`config.mk`:
```
export PLATFORM = sky130hd
export DESIGN_NAME = prescaled_timer8_compare_match_core
export DESIGN_NICKNAME = d
export VERILOG_FILES = /design/src/hdl/ptcm_pkg.sv /design/src/hdl/ptcm_cfg_regs.sv /design/src/hdl/ptcm_engine.sv /design/src/hdl/ptcm_out_buf.sv /design/src/hdl/prescaled_timer8_compare_match_core.sv
export SDC_FILE = /design/constraint.sdc
export NUM_CORES = 1
export LEC_CHECK = 0
export ABC_AREA = 1
export BUFFER_PORTS_ARGS = -buffer_cell sky130_fd_sc_hd__buf_2
export CORE_ASPECT_RATIO = 0.7
export CORE_MARGIN = 1.5
export CORE_UTILIZATION = 30
export CTS_CLUSTER_DIAMETER = 150
export CTS_CLUSTER_SIZE = 8
export DETAILED_ROUTE_END_ITERATION = 12
export GPL_TIMING_DRIVEN = 0
export SLEW_MARGIN = 20
export SYNTH_ARGS = -nofsm -noshare
export SYNTH_HDL_FRONTEND = slang
export SYNTH_SLANG_ARGS = --single-unit
```
`constraint.sdc`:
```
create_clock -name clk_i -period 2.3 [get_ports clk_i]
set_input_delay 0.115 -clock clk_i [delete_from_list [all_inputs] [get_ports clk_i]]
set_output_delay 0.115 -clock clk_i [all_outputs]
set_load 0.02 [all_outputs]
```
`src/hdl/ptcm_pkg.sv`:
```
// types, codes and helper functions of the prescaled 8-bit timer
`timescale 1ns / 1ps
package ptcm_pkg;

  typedef enum logic [2:0] {
    ACT_TICK        = 3'd0,
    ACT_FORCE_A     = 3'd1,
    ACT_FORCE_B     = 3'd2,
    ACT_WRITE_COUNT = 3'd3,
    ACT_CLEAR_FLAGS = 3'd4
  } action_e;

  typedef enum logic [2:0] {
    CFG_CLOCK_SELECT = 3'd0,
    CFG_WAVEFORM     = 3'd1,
    CFG_COMPARE_A    = 3'd2,
    CFG_COMPARE_B    = 3'd3,
    CFG_PIN_ACTION_A = 3'd4,
    CFG_PIN_ACTION_B = 3'd5,
    CFG_IRQ_ENABLE   = 3'd6,
    CFG_PIN_DRIVE    = 3'd7
  } cfg_idx_e;

  typedef enum logic [1:0] {
    PIN_NONE   = 2'd0,
    PIN_TOGGLE = 2'd1,
    PIN_CLEAR  = 2'd2,
    PIN_SET    = 2'd3
  } pin_act_e;

  localparam logic [2:0] MODE_NORMAL = 3'd0;
  localparam logic [2:0] MODE_CTC    = 3'd2;

  // bit positions in flags, interrupt enable and irq vectors
  localparam int unsigned FLAG_OVF  = 0;
  localparam int unsigned FLAG_CMPA = 1;
  localparam int unsigned FLAG_CMPB = 2;

  localparam int unsigned CD_W = 11;

  typedef struct packed {
    logic [2:0] clock_select;
    logic [2:0] waveform_mode;
    logic [7:0] compare_a;
    logic [7:0] compare_b;
    logic [1:0] pin_action_a;
    logic [1:0] pin_action_b;
    logic [2:0] interrupt_enable;
    logic [1:0] pin_drive_enable;
  } cfg_t;

  // countdown reload request raised by a clock select write
  typedef struct packed {
    logic            load;
    logic [CD_W-1:0] div;
  } cd_load_t;

  typedef struct packed {
    logic [7:0] count;
    logic [2:0] flags;
    logic [2:0] irq;
    logic       pin_a;
    logic       pin_b;
  } result_t;

  function automatic logic [CD_W-1:0] divisor_of(input logic [2:0] sel);
    logic [CD_W-1:0] d;
    case (sel)
      3'd1:    d = 11'd1;
      3'd2:    d = 11'd8;
      3'd3:    d = 11'd64;
      3'd4:    d = 11'd256;
      3'd5:    d = 11'd1024;
      default: d = '0;
    endcase
    return d;
  endfunction

  function automatic logic apply_pin(input logic level, input logic [1:0] act,
                                     input logic driven);
    logic r;
    r = level;
    if (driven) begin
      case (pin_act_e'(act))
        PIN_TOGGLE: r = ~level;
        PIN_CLEAR:  r = 1'b0;
        PIN_SET:    r = 1'b1;
        default:    r = level;
      endcase
    end
    return r;
  endfunction

endpackage

```
`src/hdl/ptcm_cfg_regs.sv`:
```
// configuration register file of the timer
`timescale 1ns / 1ps
module ptcm_cfg_regs import ptcm_pkg::*; (
  input  logic       clk_i,
  input  logic       rst_ni,
  input  logic       cfg_we_i,
  input  logic [2:0] cfg_index_i,
  input  logic [7:0] cfg_data_i,
  output cfg_t       cfg_o,
  output cd_load_t   cd_load_o
);

  cfg_t cfg_q, cfg_d;

  always_comb begin
    cfg_d = cfg_q;
    if (cfg_we_i) begin
      unique case (cfg_idx_e'(cfg_index_i))
        CFG_CLOCK_SELECT: cfg_d.clock_select     = cfg_data_i[2:0];
        CFG_WAVEFORM:     cfg_d.waveform_mode    = cfg_data_i[2:0];
        CFG_COMPARE_A:    cfg_d.compare_a        = cfg_data_i;
        CFG_COMPARE_B:    cfg_d.compare_b        = cfg_data_i;
        CFG_PIN_ACTION_A: cfg_d.pin_action_a     = cfg_data_i[1:0];
        CFG_PIN_ACTION_B: cfg_d.pin_action_b     = cfg_data_i[1:0];
        CFG_IRQ_ENABLE:   cfg_d.interrupt_enable = cfg_data_i[2:0];
        CFG_PIN_DRIVE:    cfg_d.pin_drive_enable = cfg_data_i[1:0];
        default:          cfg_d = cfg_q;
      endcase
    end
  end

  always_ff @(posedge clk_i or negedge rst_ni) begin
    if (!rst_ni) begin
      cfg_q <= '0;
    end else begin
      cfg_q <= cfg_d;
    end
  end

  // clock select write also reloads the prescaler countdown
  assign cd_load_o.load = cfg_we_i && (cfg_idx_e'(cfg_index_i) == CFG_CLOCK_SELECT);
  assign cd_load_o.div  = divisor_of(cfg_data_i[2:0]);
  assign cfg_o          = cfg_q;

endmodule

```
`src/hdl/ptcm_engine.sv`:
```
// timer state and per-transaction next-state logic
`timescale 1ns / 1ps
module ptcm_engine import ptcm_pkg::*; (
  input  logic       clk_i,
  input  logic       rst_ni,
  input  cfg_t       cfg_i,
  input  cd_load_t   cd_load_i,
  input  logic       step_en_i,
  input  logic [2:0] action_i,
  input  logic [7:0] value_i,
  output result_t    res_o
);

  logic [7:0]      cnt_q, cnt_d;
  logic [CD_W-1:0] cd_q, cd_d;
  logic [2:0]      flags_q, flags_d;
  logic            pin_a_q, pin_a_d;
  logic            pin_b_q, pin_b_d;
  logic [2:0]      irq;
  logic [CD_W-1:0] div;
  logic [7:0]      inc;
  logic            plain_mode;

  assign div        = divisor_of(cfg_i.clock_select);
  assign inc        = cnt_q + 8'd1;
  assign plain_mode = (cfg_i.waveform_mode == MODE_NORMAL) ||
                      (cfg_i.waveform_mode == MODE_CTC);

  always_comb begin
    cnt_d   = cnt_q;
    cd_d    = cd_q;
    flags_d = flags_q;
    pin_a_d = pin_a_q;
    pin_b_d = pin_b_q;
    irq     = '0;
    case (action_e'(action_i))
      ACT_TICK: begin
        if (div != '0) begin
          if (cd_q[CD_W-1:1] == '0) begin
            cd_d = div;
            if (plain_mode) begin
              cnt_d = inc;
              if (inc == 8'd0) begin
                flags_d[FLAG_OVF] = 1'b1;
                irq[FLAG_OVF]     = cfg_i.interrupt_enable[FLAG_OVF];
              end
              if (inc == cfg_i.compare_b) begin
                flags_d[FLAG_CMPB] = 1'b1;
                irq[FLAG_CMPB]     = cfg_i.interrupt_enable[FLAG_CMPB];
                pin_b_d = apply_pin(pin_b_q, cfg_i.pin_action_b, cfg_i.pin_drive_enable[1]);
              end
              if (inc == cfg_i.compare_a) begin
                flags_d[FLAG_CMPA] = 1'b1;
                irq[FLAG_CMPA]     = cfg_i.interrupt_enable[FLAG_CMPA];
                pin_a_d = apply_pin(pin_a_q, cfg_i.pin_action_a, cfg_i.pin_drive_enable[0]);
                if (cfg_i.waveform_mode == MODE_CTC) begin
                  cnt_d = 8'd0;
                end
              end
            end
          end else begin
            cd_d = cd_q - 11'd1;
          end
        end
      end
      ACT_FORCE_A: begin
        if (plain_mode) begin
          pin_a_d = apply_pin(pin_a_q, cfg_i.pin_action_a, cfg_i.pin_drive_enable[0]);
        end
      end
      ACT_FORCE_B: begin
        if (plain_mode) begin
          pin_b_d = apply_pin(pin_b_q, cfg_i.pin_action_b, cfg_i.pin_drive_enable[1]);
        end
      end
      ACT_WRITE_COUNT: cnt_d = value_i;
      ACT_CLEAR_FLAGS: flags_d = flags_q & ~value_i[2:0];
      default: ;
    endcase
  end

  always_ff @(posedge clk_i or negedge rst_ni) begin
    if (!rst_ni) begin
      cnt_q   <= '0;
      cd_q    <= '0;
      flags_q <= '0;
      pin_a_q <= 1'b0;
      pin_b_q <= 1'b0;
    end else if (cd_load_i.load) begin
      cd_q <= cd_load_i.div;
    end else if (step_en_i) begin
      cnt_q   <= cnt_d;
      cd_q    <= cd_d;
      flags_q <= flags_d;
      pin_a_q <= pin_a_d;
      pin_b_q <= pin_b_d;
    end
  end

  assign res_o.count = cnt_d;
  assign res_o.flags = flags_d;
  assign res_o.irq   = irq;
  assign res_o.pin_a = pin_a_d;
  assign res_o.pin_b = pin_b_d;

endmodule

```
`src/hdl/ptcm_out_buf.sv`:
```
// result register with a skid stage behind it
`timescale 1ns / 1ps
module ptcm_out_buf import ptcm_pkg::*; (
  input  logic    clk_i,
  input  logic    rst_ni,
  input  logic    push_i,
  input  result_t data_i,
  output logic    ready_o,
  output logic    valid_o,
  input  logic    pop_ready_i,
  output result_t data_o
);

  result_t head_q, skid_q;
  logic    head_vq, skid_vq;
  logic    pop;

  assign pop     = head_vq && pop_ready_i;
  assign ready_o = !skid_vq;

  always_ff @(posedge clk_i or negedge rst_ni) begin
    if (!rst_ni) begin
      head_vq <= 1'b0;
      skid_vq <= 1'b0;
    end else begin
      if (skid_vq) begin
        if (pop) begin
          skid_vq <= 1'b0;
        end
      end else if (push_i && head_vq && !pop) begin
        skid_vq <= 1'b1;
      end
      if (!head_vq) begin
        head_vq <= push_i;
      end else if (pop && !skid_vq && !push_i) begin
        head_vq <= 1'b0;
      end
    end
  end

  always_ff @(posedge clk_i) begin
    if (skid_vq) begin
      if (pop) begin
        head_q <= skid_q;
      end
    end else if (push_i) begin
      if (!head_vq || pop) begin
        head_q <= data_i;
      end else begin
        skid_q <= data_i;
      end
    end
  end

  assign valid_o = head_vq;
  assign data_o  = head_q;

endmodule

```
`src/hdl/prescaled_timer8_compare_match_core.sv`:
```
// top level of the prescaled 8-bit timer with two compare channels
`timescale 1ns / 1ps
// 8-bit timer/counter with prescaler (/1, /8, /64, /256, /1024 or stopped), two
// compare channels with output pins, overflow and compare flags and interrupt
// pulses. every input transaction is one cpu cycle tick or one cpu command, and
// each one gives exactly one result transaction with the counter, flags, irq
// pulses and pin levels after it. one transaction is accepted per clock: the
// whole update is done in the cycle of acceptance and lands in a result
// register, and the rate is one per cycle as long as the output side takes
// results; a skid stage lets one more transaction in while a result is
// stalled. configuration is written through a plain write port and is meant
// to change only while the timer is idle; writing the clock select reloads
// the prescaler countdown.
module prescaled_timer8_compare_match_core import ptcm_pkg::*; (
  input  logic       clk_i,
  input  logic       rst_ni,
  // configuration write port
  input  logic       cfg_we_i,
  input  logic [2:0] cfg_index_i,
  input  logic [7:0] cfg_data_i,
  // input transaction
  input  logic       in_valid_i,
  output logic       in_ready_o,
  input  logic [2:0] action_i,
  input  logic [7:0] value_i,
  // result transaction
  output logic       out_valid_o,
  input  logic       out_ready_i,
  output logic [7:0] count_o,
  output logic [2:0] flags_o,
  output logic       overflow_irq_o,
  output logic       compare_a_irq_o,
  output logic       compare_b_irq_o,
  output logic       pin_a_o,
  output logic       pin_b_o
);

  cfg_t     cfg;
  cd_load_t cd_load;
  result_t  step_res;
  result_t  out_res;
  logic     accept;

  // transaction taken whenever the skid stage is free
  assign accept = in_valid_i && in_ready_o;

  ptcm_cfg_regs u_cfg_regs (
    .clk_i       (clk_i),
    .rst_ni      (rst_ni),
    .cfg_we_i    (cfg_we_i),
    .cfg_index_i (cfg_index_i),
    .cfg_data_i  (cfg_data_i),
    .cfg_o       (cfg),
    .cd_load_o   (cd_load)
  );

  // counter, prescaler, flags and pins, updated once per accepted transaction
  ptcm_engine u_engine (
    .clk_i     (clk_i),
    .rst_ni    (rst_ni),
    .cfg_i     (cfg),
    .cd_load_i (cd_load),
    .step_en_i (accept),
    .action_i  (action_i),
    .value_i   (value_i),
    .res_o     (step_res)
  );

  // result register plus skid entry decouples the two handshakes
  ptcm_out_buf u_out_buf (
    .clk_i       (clk_i),
    .rst_ni      (rst_ni),
    .push_i      (accept),
    .data_i      (step_res),
    .ready_o     (in_ready_o),
    .valid_o     (out_valid_o),
    .pop_ready_i (out_ready_i),
    .data_o      (out_res)
  );

  assign count_o         = out_res.count;
  assign flags_o         = out_res.flags;
  assign overflow_irq_o  = out_res.irq[FLAG_OVF];
  assign compare_a_irq_o = out_res.irq[FLAG_CMPA];
  assign compare_b_irq_o = out_res.irq[FLAG_CMPB];
  assign pin_a_o         = out_res.pin_a;
  assign pin_b_o         = out_res.pin_b;

endmodule

```
Word-level counts from Yosys, hierarchy flattened
Cells that the tools add are included.
- input bits: 27
- word-level logic and storage cells: 153
- register bits after elaboration: 89
- output and inout port bits: 18
- equality and inequality tests: 31
- add/sub/neg operators: 2
- bitwise operators: 7
- mux-type cells: 52
- reduce and logical (&&, ||, !) cells: 36
- operator list (kind ; number):
    11-bit one-hot mux with 5 select lines ; 2
    16-bit 2-to-1 mux ; 4
    11-bit 2-to-1 mux ; 5
    8-bit 2-to-1 mux ; 5
    3-bit by 2-bit == test with 1-bit output, second input constant ; 9
    3-bit == test, second input constant ; 9
    1-bit 2-to-1 mux ; 23
    3-bit 2-to-1 mux ; 7
    2-bit AND reduction ; 9
    8-bit == test ; 2
    8-bit one-hot mux with 2 select lines ; 1
    3-bit by 1-bit == test with 1-bit output, second input constant ; 4
    11-bit nonzero test ; 1
    11-bit by 1-bit subtractor with 11-bit output, second input constant ; 1
    10-bit zero test ; 1
    2-bit nonzero test ; 5
    3-bit zero test ; 3
    3-bit AND reduction ; 3
    8-bit by 1-bit adder with 8-bit output, second input constant ; 1
    2-bit == test, second input constant ; 4
    8-bit zero test ; 1
    1-bit logical AND ; 7
    1-bit one-hot mux with 3 select lines ; 2
    3-bit one-hot mux with 2 select lines ; 1
    8 further kinds ; 18

Longest topological paths before layout
Gate-level depths: netlist (run 1).
- depth in word-level cells: 11
- depth in mapped cells: 17
- mapped depth without buffers: 17

By module
From an unflattened synthesis (run 1), not the netlist that was laid out.
- cells, all modules: 681
- area total of the unflattened synthesis: 5192.5 um^2
- modules (own cells, without submodules) (module ; sequential area each (um^2) ; times used ; cells an instance ; area an instance (um^2)):
    ptcm_engine ; 600.6 ; 1 ; 408 ; 2498.6
    ptcm_cfg_regs ; 775.7 ; 1 ; 171 ; 1395.1
    ptcm_out_buf ; 1011.0 ; 1 ; 100 ; 1291.2
    prescaled_timer8_compare_match_core ; 0.0 ; 1 ; 2 ; 7.5

Least setup slack after synthesis (run 1)
OpenSTA, ideal clock, no wires.
- path kind: register to register
- start: register u_engine.cnt_q[1]
- end: register u_out_buf.head_q (netlist bit u_out_buf.data_o[15]) (data pin)
- path slack: 291 ps
- arrival: 1757 ps
- setup time: 253 ps
- stages on the path, launching flop included: 14
- path buffers: 0
- period minus slack after synthesis: 2009 ps
- required time: 2047 ps
- path through: dfrtp_1 ha_1 xnor2_1 nand2_1 nor2_2 nand2_1 nor2_8 nand3_2 nand2_1 nand2_1 nand2_1 nand2_1 nand2_1 nand2_1
- RTL lines (item ; RTL line ; RTL):
    start: declaration ; ptcm_engine.sv:14 ; logic [7:0] cnt_q, cnt_d;
    start signal: assignment ; ptcm_engine.sv:92 ; cnt_q <= cnt_d;
    end signal: assignment ; ptcm_out_buf.sv:44 ; head_q <= skid_q;
    end signal: assignment ; ptcm_out_buf.sv:48 ; head_q <= data_i;
    end: declaration ; ptcm_out_buf.sv:14 ; result_t head_q, skid_q;

==> results of run 1 <==
## registers in the layout (all words and copies together) (netlist names), 3 cells and up
register / flops
u_engine.cd_q: 11
u_out_buf.data_o: 16
u_engine.flags_q: 3
u_out_buf.skid_q: 16
u_engine.cnt_q: 8
u_cfg_regs.cfg_o: 31
## logic make-up (layout without fill, tap and decap cells)
| kind of cell | count (synthesis) | in the layout | synth area share, % |
|---|---|---|---|
| XOR/XNOR | 9 | 9 | 1.574 |
| flip-flops | 89 | 89 | 47.66 |
| adder cells (fa/ha/maj) | 3 | 3 | 0.7495 |
| AND/OR/NAND/NOR | 359 | 360 | 32.20 |
| buffers and inverters | 101 | 168 | 7.869 |
| AO/OA/AOI/OAI | 89 | 89 | 9.943 |
## power by group through the flow
stage / Combinational (mW) / Clock, mW / Sequential [mW]
floorplan: 1.41 / 0 / 2.37
global placement: 1.94 / 0 / 2.36
detailed placement: 1.97 / 0 / 2.36
CTS: 2.08 / 1.45 / 2.34
global route: 2.50 / 1.50 / 2.41
finish: 2.21 / 1.41 / 2.36
## cells in the mapped netlist
cell type	n	area (µm²)
buf_4	1	7.510
nand3b_1	5	37.54
o21ai_2	2	17.52
clkbuf_1	6	22.52
nand2_2	12	75.07
nor2_4	3	33.78
a21oi_1	23	115.1
clkbuf_4	1	7.510
o21a_1	1	7.510
o21bai_1	3	22.52
edfxtp_1	32	960.9
dfrtp_1	57	1426
nor2_2	7	43.79
inv_1	81	304.0
o22ai_1	13	81.33
ha_1	3	37.54
or3b_2	1	8.760
or2_1	1	6.260
nor2_8	1	20.02
buf_2	6	30.03
nand4_2	1	12.51
inv_2	4	15.01
nand2_1	202	758.2
a31oi_1	5	31.28
buf_1	1	3.750
nor2_1	48	180.2
and3_1	2	12.51
o211ai_1	1	7.510
xnor2_1	2	17.52
nand4_1	10	62.56
xor2_1	7	61.31
nand3_2	2	20.02
nor3b_1	2	15.01
o31ai_1	1	7.510
nor4_1	2	12.51
or2_2	1	6.260
nand3_1	49	245.2
nor3_1	9	45.04
o21ai_1	2	10.01
nand3_4	1	17.52
a41oi_1	2	17.52
clkinv_1	1	3.750
o21ai_0	36	180.2
## layout make-up
class                      count  area [µm²]
clock inverter                 6       51.30
multi-input combinational    461        2350
fill                        1751       10290
sequential                    89        2392
timing repair buffer          51       297.8
tap                          225       281.5
clock buffer                  10       229.0
inverter                      86       322.8
buffer                        15       80.08
## layout by cell type, fill, tap and decap left out, drive strengths merged
master | netlist | routed
a21oi | 23 | 23
a31oi | 5 | 5
a41oi | 2 | 2
and3 | 2 | 2
buf | 8 | 57
clkbuf | 7 | 18
clkinv | 1 | 4
clkinvlp | 0 | 1
dfrtp | 57 | 57
dlygate4sd3 | 0 | 1
edfxtp | 32 | 32
ha | 3 | 3
inv | 85 | 87
nand2 | 214 | 214
nand3 | 52 | 52
nand3b | 5 | 5
nand4 | 11 | 11
nor2 | 59 | 60
nor3 | 9 | 9
nor3b | 2 | 2
nor4 | 2 | 2
o211ai | 1 | 1
o21a | 1 | 1
o21ai | 40 | 40
o21bai | 3 | 3
o22ai | 13 | 13
o31ai | 1 | 1
or2 | 2 | 2
or3b | 1 | 1
xnor2 | 2 | 2
xor2 | 7 | 7
## per-stage QoR
| step | utilization [%] | instances |
|---|---|---|
| after floorplan | - | 650 |
| after global placement | 33.81 | 919 |
| after detailed placement | 33.86 | 919 |
| after CTS | 36.04 | 939 |
| after global routing | 36.84 | 943 |
| final | 36.84 | 943 |
## worst max-delay path by stage
stage                       from                   end  slack [ns]  depth (start not counted)
2_1_floorplan  u_engine.cnt_q[1]  u_out_buf.data_o[15]        0.29                         13
3_3_place_gp   u_engine.cnt_q[1]  u_out_buf.data_o[15]       -0.18                         14
3_5_place_dp   u_engine.cnt_q[1]  u_out_buf.data_o[15]       -0.17                         14
4_1_cts        u_engine.cnt_q[0]  u_out_buf.data_o[15]       0.005                         16
5_1_grt        u_engine.cnt_q[0]  u_out_buf.data_o[14]       -0.08                         17
6_report       u_engine.cnt_q[0]   u_out_buf.data_o[1]        0.06                         15
## worst max-delay path, stage by stage (launching register included)
cell	delay [ns]
dfrtp_2	0.45
ha_4	0.19
nand2_4	0.12
nor2_4	0.05
nand3_1	0.11
nand2_4	0.10
nand2_1	0.07
nand3_1	0.11
nor2_4	0.19
buf_12	0.13
buf_6	0.09
nand4_1	0.06
nand3_1	0.09
nand2_2	0.09
nand2_1	0.07
nand2_1	0.05
## layer usage
metal	part of all wire (%)	global-route usage [%]
met4	0.99	4.214
met5	0	0
met1	56	24.89
met2	38	19.71
met3	5.1	2.737
## what timing repair did
action | in CTS | in global routing
endpoints found under the hold margin | 57 | 0
pin swaps | 5 | 14
endpoints found under the setup margin | 30 | 42
gates resized for setup | 11 | 26
gates cloned | 1 | 0
hold buffers | 1 | 0
setup buffers | 2 | 4
==> results by group, run 1 <==
Status
  – Status: complete, no violations

Setup path
  – WP data arrival: 2.35 ns
  – Reg2reg path depth: 15
  – CP startpoint kind: flip-flop
  – Internal reg-to-reg setup slack: 0.06 ns
  – RR Endpoint: u_out_buf.data_o[1]
  – WS Path Type: flip-flop to flip-flop
  – R2R Path Start: u_engine.cnt_q[0]
  – Critical path fanouts, max: 6
  – Crit end category: flip-flop
  – WP data required: 2.41 ns

Pwr
  – Pwr Total: 5.984 mW
  – Combinational power share: 37.0%
  – Sw Ratio: 39.68%
  – Clk pwr share: 23.6%
  – Sw Pwr: 2.374 mW
  – Worst vdd ir: 506.5 µV
  – Int Pwr: 3.609 mW
  – Pwr Density: 996.5 nW/µm²
  – Reg power frac: 39.4%
  – Lkg Pwr: 2.802 nW

Min path
  – Hold Path Depth: 3
  – Hold path startpoint: cfg_data_i[4]
  – Worst Hold Class: input pin to flip-flop
  – Worst Hold End: u_cfg_regs.cfg_o[21]

STA
  – Peak Freq: 446.0 MHz
  – Worst Skew: 0.01013 ns
  – Hold Violations, Final: 0
  – Final Setup Violations: 0
  – RSZ-0062 raised after global routing: true
  – Slew Limit Fails: 0
  – Setup ws final: 0.05774 ns
  – Final worst-path cycle share: 97.49%
  – Fin crit period: 2.242 ns
  – Max_slew headroom: 49.74%
  – Worst slew pin tran: 0.7531 ns
  – WHS: 0.03645 ns
  – Post-route setup TNS: 0 ns

Detailed routing
  – First-iteration detailed-routing DRC count: 352
  – Detailed Routing Iterations Pass 1: 4
  – Detailed Route WL: 12590 µm
  – DR vias: 4321
  – Drc violations: 0
  – Via-to-Cell Ratio: 4.582
  – Drt wl/cell: 13.35 µm
  – Antenna Nets Post-Route: 0

Final layout
  – Synth-to-Final Area Change: 19.89%
  – Diodes inserted: 0
  – Layout cell share with drive strength beyond 1: 18.94%
  – Post-layout instance area: 6005 µm²
  – Nets: 743

Global routing
  – Largest net degree at the start of global routing: 58
  – Gr usage total: 15.20%
  – Vias in the first global route: 3941
  – Initial antenna violation count: 0
  – First-pass GRT wire length: 20660 µm
  – Total congestion overflow: 0

Placement
  – DP Worst Slack: -0.1706 ns
  – DPL Wire Length: 9436 µm
  – IO Port Bufs: 44
  – GPL Wtd Cong: 0.8630
  – Placement Cell Area: 5518 µm²

Die
  – I/O pins: 45
  – Core ar.: 16300 µm²
  – Die width: 157.4 µm
  – Height of the die: 111.1 µm
  – Area of the die: 17490 µm²
  – Starting Density: 30.73%
  – Site Rows: 39

Synthesis
  – Seq cells post-synth: 89
  – Ys Warns: 0
  – Syn_nets: 680
  – Mapped Cells: 650
  – Distinct cell type count after synthesis: 43
  – Avg Cell Area, Syn: 7.705 µm²
  – Mapped cell area: 5009 µm²
  – Sequential-to-total area share from yosys stat: 47.66%

Clock tree
  – Clock latency at the later pin of the worst-skew pair: 0.35 ns
  – Max Buffers Root-to-Sink: 2
  – Inserted Clock Buffers: 9
  – CTS HTree Levels: 3
  – Root Driver: clkbuf_16
  – Clk pin slew, worst setup/hold paths: 0.07 ns
  – CTS tree: yes
  – CTS sink cnt: 89

Run
  – Max-Cap Viols: 0
(Power assumes the default switching activity.)
==> run 2: changes to the inputs <==
--- a/config.mk
+++ b/config.mk
@@ -7,7 +7,7 @@
 export LEC_CHECK = 0
 export ABC_AREA = 1
 export BUFFER_PORTS_ARGS = -buffer_cell sky130_fd_sc_hd__buf_2
-export CORE_ASPECT_RATIO = 0.7
+export CORE_ASPECT_RATIO = 0.75
 export CORE_MARGIN = 1.5
 export CORE_UTILIZATION = 30
 export CTS_CLUSTER_DIAMETER = 150
==> run 2 against run 1 <==
Compared with the run above:
- combinational power up 5%
- the run now ends with setup timing left
- critical path type unchanged
- clock power up 13%
- fmax down 2.5%
- clock skew decreased by 0.0011 ns
==> results by group, run 2 (synthesized netlist as in run 1, its figures left out) <==
Final layout
  – Reg area: 2392 µm² (unchanged)
  – Footprint of the multi-input gates: 2410 µm² (+2.6%)
  – Commonest non-fill, non-tap cell in the layout: nand2_1
  – Commonest non-fill, non-tap cells in the layout: nand2_1 (183), inv_1 (80), dfrtp_1 (53), buf_2 (48), nor2_1 (42)
  – Finished Layout Cells: 934 (-0.95%)
  – Layout cell share with drive strength beyond 1: 21.55% (+2.6 points)
  – Nets: 749 (+0.81%)
  – Diodes inserted: 0 (unchanged)
  – Synth-to-Final Area Change: 22.23%
  – Max reg flops: 31 (unchanged)
  – # fillers: 1698 (-3.0%)

Die
  – I/O pins: 45 (unchanged)
  – Starting Density: 30.98% (+0.25 points)
  – Site Rows: 40 (+2.6%)
  – Height of the die: 114.9 µm (+3.4%)
  – Core ar.: 16170 µm² (-0.81%)
  – Die width: 152.2 µm (-3.3%)
  – Area of the die: 17490 µm² (about the same)

Detailed routing
  – DR vias: 4428 (+2.5%)
  – Drc violations: 0 (unchanged)
  – Drt wl/cell: 13.65 µm (+2.2%)
  – Detailed Routing Iterations Pass 1: 5 (+1)
  – Via-to-Cell Ratio: 4.741 (+3.5%)
  – Antenna Nets Post-Route: 0 (unchanged)
  – Detailed Route WL: 12750 µm (+1.2%)
  – First-iteration detailed-routing DRC count: 371 (+5.4%)

Pwr
  – Int Pwr: 3.865 mW (+7.1%)
  – Pwr Density: 1021 nW/µm² (+2.5%)
  – Sw Pwr: 2.387 mW (+0.55%)
  – Clk pwr share: 25.4% (+1.8 points)
  – Lkg Pwr: 2.863 nW (+2.2%)
  – Sw Ratio: 38.18% (-1.5 points)
  – Combinational power share: 36.9% (about the same)
  – Reg power frac: 37.7% (-1.7 points)
  – Worst vdd ir: 443.7 µV (-12%)
  – Pwr Total: 6.252 mW (+4.5%)

STA
  – Hold Violations, Final: 0 (unchanged)
  – Slew Limit Fails: 0 (unchanged)
  – Final worst-path cycle share: 100.0% (+2.5 points)
  – Worst slew pin tran: 0.7561 ns (+0.002997 ns)
  – Setup ws final: -0.0003499 ns (-0.05809 ns)
  – Max_slew headroom: 49.54% (-0.20 points)
  – Fin crit period: 2.300 ns (+0.05809 ns)
  – WHS: 0.03743 ns (+0.0009798 ns)
  – Peak Freq: 434.7 MHz (-2.5%)
  – RSZ-0062 raised after global routing: true
  – Final Setup Violations: 1 (+1)
  – Worst Skew: 0.009011 ns (-0.001116 ns)

Setup path
  – WP data required: 2.40 ns (about the same)
  – Crit end category: flip-flop
  – CP startpoint kind: flip-flop
  – WS Path Type: flip-flop to flip-flop
  – WP data arrival: 2.40 ns (+0.05 ns)
  – Internal reg-to-reg setup slack: -0.0003 ns (-0.06 ns)
  – RR Endpoint: u_out_buf.data_o[15]
  – R2R Path Start: u_engine.cnt_q[1]
  – Critical path fanouts, max: 8 (+2)
  – Reg2reg path depth: 16 (+1)

Clock tree
  – Clock latency at the later pin of the worst-skew pair: 0.35 ns (about the same)
  – Inserted Clock Buffers: 9 (unchanged)
  – Root Driver: clkbuf_16
  – Clk pin slew, worst setup/hold paths: 0.07 ns (about the same)
  – CTS tree: yes
  – Max Buffers Root-to-Sink: 2 (unchanged)
  – CTS sink cnt: 89 (unchanged)
  – CTS HTree Levels: 3 (unchanged)

Placement
  – IO Port Bufs: 44 (unchanged)
  – Placed Instances: 904 (-1.6%)
  – GPL Wtd Cong: 0.8321 (-3.6%)
  – DPL Wire Length: 9448 µm (+0.13%)
  – DP Worst Slack: -0.2001 ns (-0.02953 ns)

Global routing
  – Vias in the first global route: 3885 (-1.4%)
  – Largest net degree at the start of global routing: 58 (unchanged)
  – Gr usage total: 14.91% (-0.29 points)
  – Total congestion overflow: 0 (unchanged)
  – First-pass GRT wire length: 20670 µm (about the same)
  – Initial antenna violation count: 0 (unchanged)

Status
  – Failing checks: setup timing
  – Status: complete, but fails checks

Min path
  – Worst Hold Class: input pin to flip-flop
  – Hold path startpoint: cfg_data_i[6]
  – Hold Path Depth: 3 (unchanged)
  – Worst Hold End: u_cfg_regs.cfg_o[15]

Run
  – Max-Cap Viols: 0 (unchanged)
run 2: worst max-delay path by stage:
stage / start / end / depth (start not counted)
2_1_floorplan: u_engine.cnt_q[1] / u_out_buf.data_o[15] / 13
3_3_place_gp: u_engine.cnt_q[1] / u_out_buf.data_o[15] / 14
3_5_place_dp: u_engine.cnt_q[1] / u_out_buf.data_o[15] / 14
4_1_cts: u_engine.cnt_q[1] / u_out_buf.data_o[1] / 15
5_1_grt: u_engine.cnt_q[1] / u_out_buf.data_o[15] / 16
6_report: u_engine.cnt_q[1] / u_out_buf.data_o[15] / 16
run 2: per-layer routing:
| layer | share of wire (%) | up-vias | GRT usage [%] |
|---|---|---|---|
| met5 | 0 | - | 0 |
| met4 | 1.1 | 0 | 4.078 |
| met3 | 5.1 | 11 | 2.714 |
| met2 | 40 | 113 | 20.78 |
| met1 | 54 | 2044 | 23.23 |
| li1 | - | 2260 | - |
run 2: power by group through the flow:
stage,Clock [mW],Combinational [mW],Sequential (mW)
2_1_floorplan,0,1.41,2.37
3_3_place_gp,0,1.94,2.36
3_5_place_dp,0,1.97,2.36
4_1_cts,1.64,2.09,2.34
5_1_grt,1.68,2.58,2.41
6_report,1.59,2.31,2.36
run 2: layout make-up:
class	count	share of cell area, %
multi-input cells	460	39.36
flip-flops and latches	89	39.08
repair buffers	58	5.518
inverters	86	5.273
well taps	210	4.292
clock buffers	10	3.740
clock inverters	6	1.471
plain buffers	15	1.267
run 2: worst max-delay path: stages (launching register included):
cell and delay, ns:
dfrtp_2 0.42, buf_6 0.15, nand2_4 0.05, nor2_4 0.20, nand2_2 0.12, nand2_4 0.10, nand3_2 0.06, nand2_2 0.08
nand2_2 0.06, nor2_4 0.23, nand3_2 0.14, nand2_2 0.10, nand2_2 0.05, nand2_2 0.10, nand2_4 0.07, nand2_2 0.06
nand2_1 0.06
run 2: timing repair:
item / 4_1_cts / 5_1_grt
setup endpoints to repair: 32 / 41
pin swaps: 5 / 20
hold buffers: 1 / 0
gates resized for setup: 11 / 47
hold endpoints to repair: 57 / 0
buffers inserted: 7 / 6
run 2: stage by stage:
stage | TNS, ns | utilization [%] | cell area (µm²)
floorplan | 0 | - | 5009
global placement | -1.665 | 33.97 | 5492
detailed placement | -1.730 | 34.02 | 5499
CTS | 0 | 36.56 | 5911
global route | -0.7054 | 37.87 | 6122
finish | -0.0003499 | 37.87 | 6122
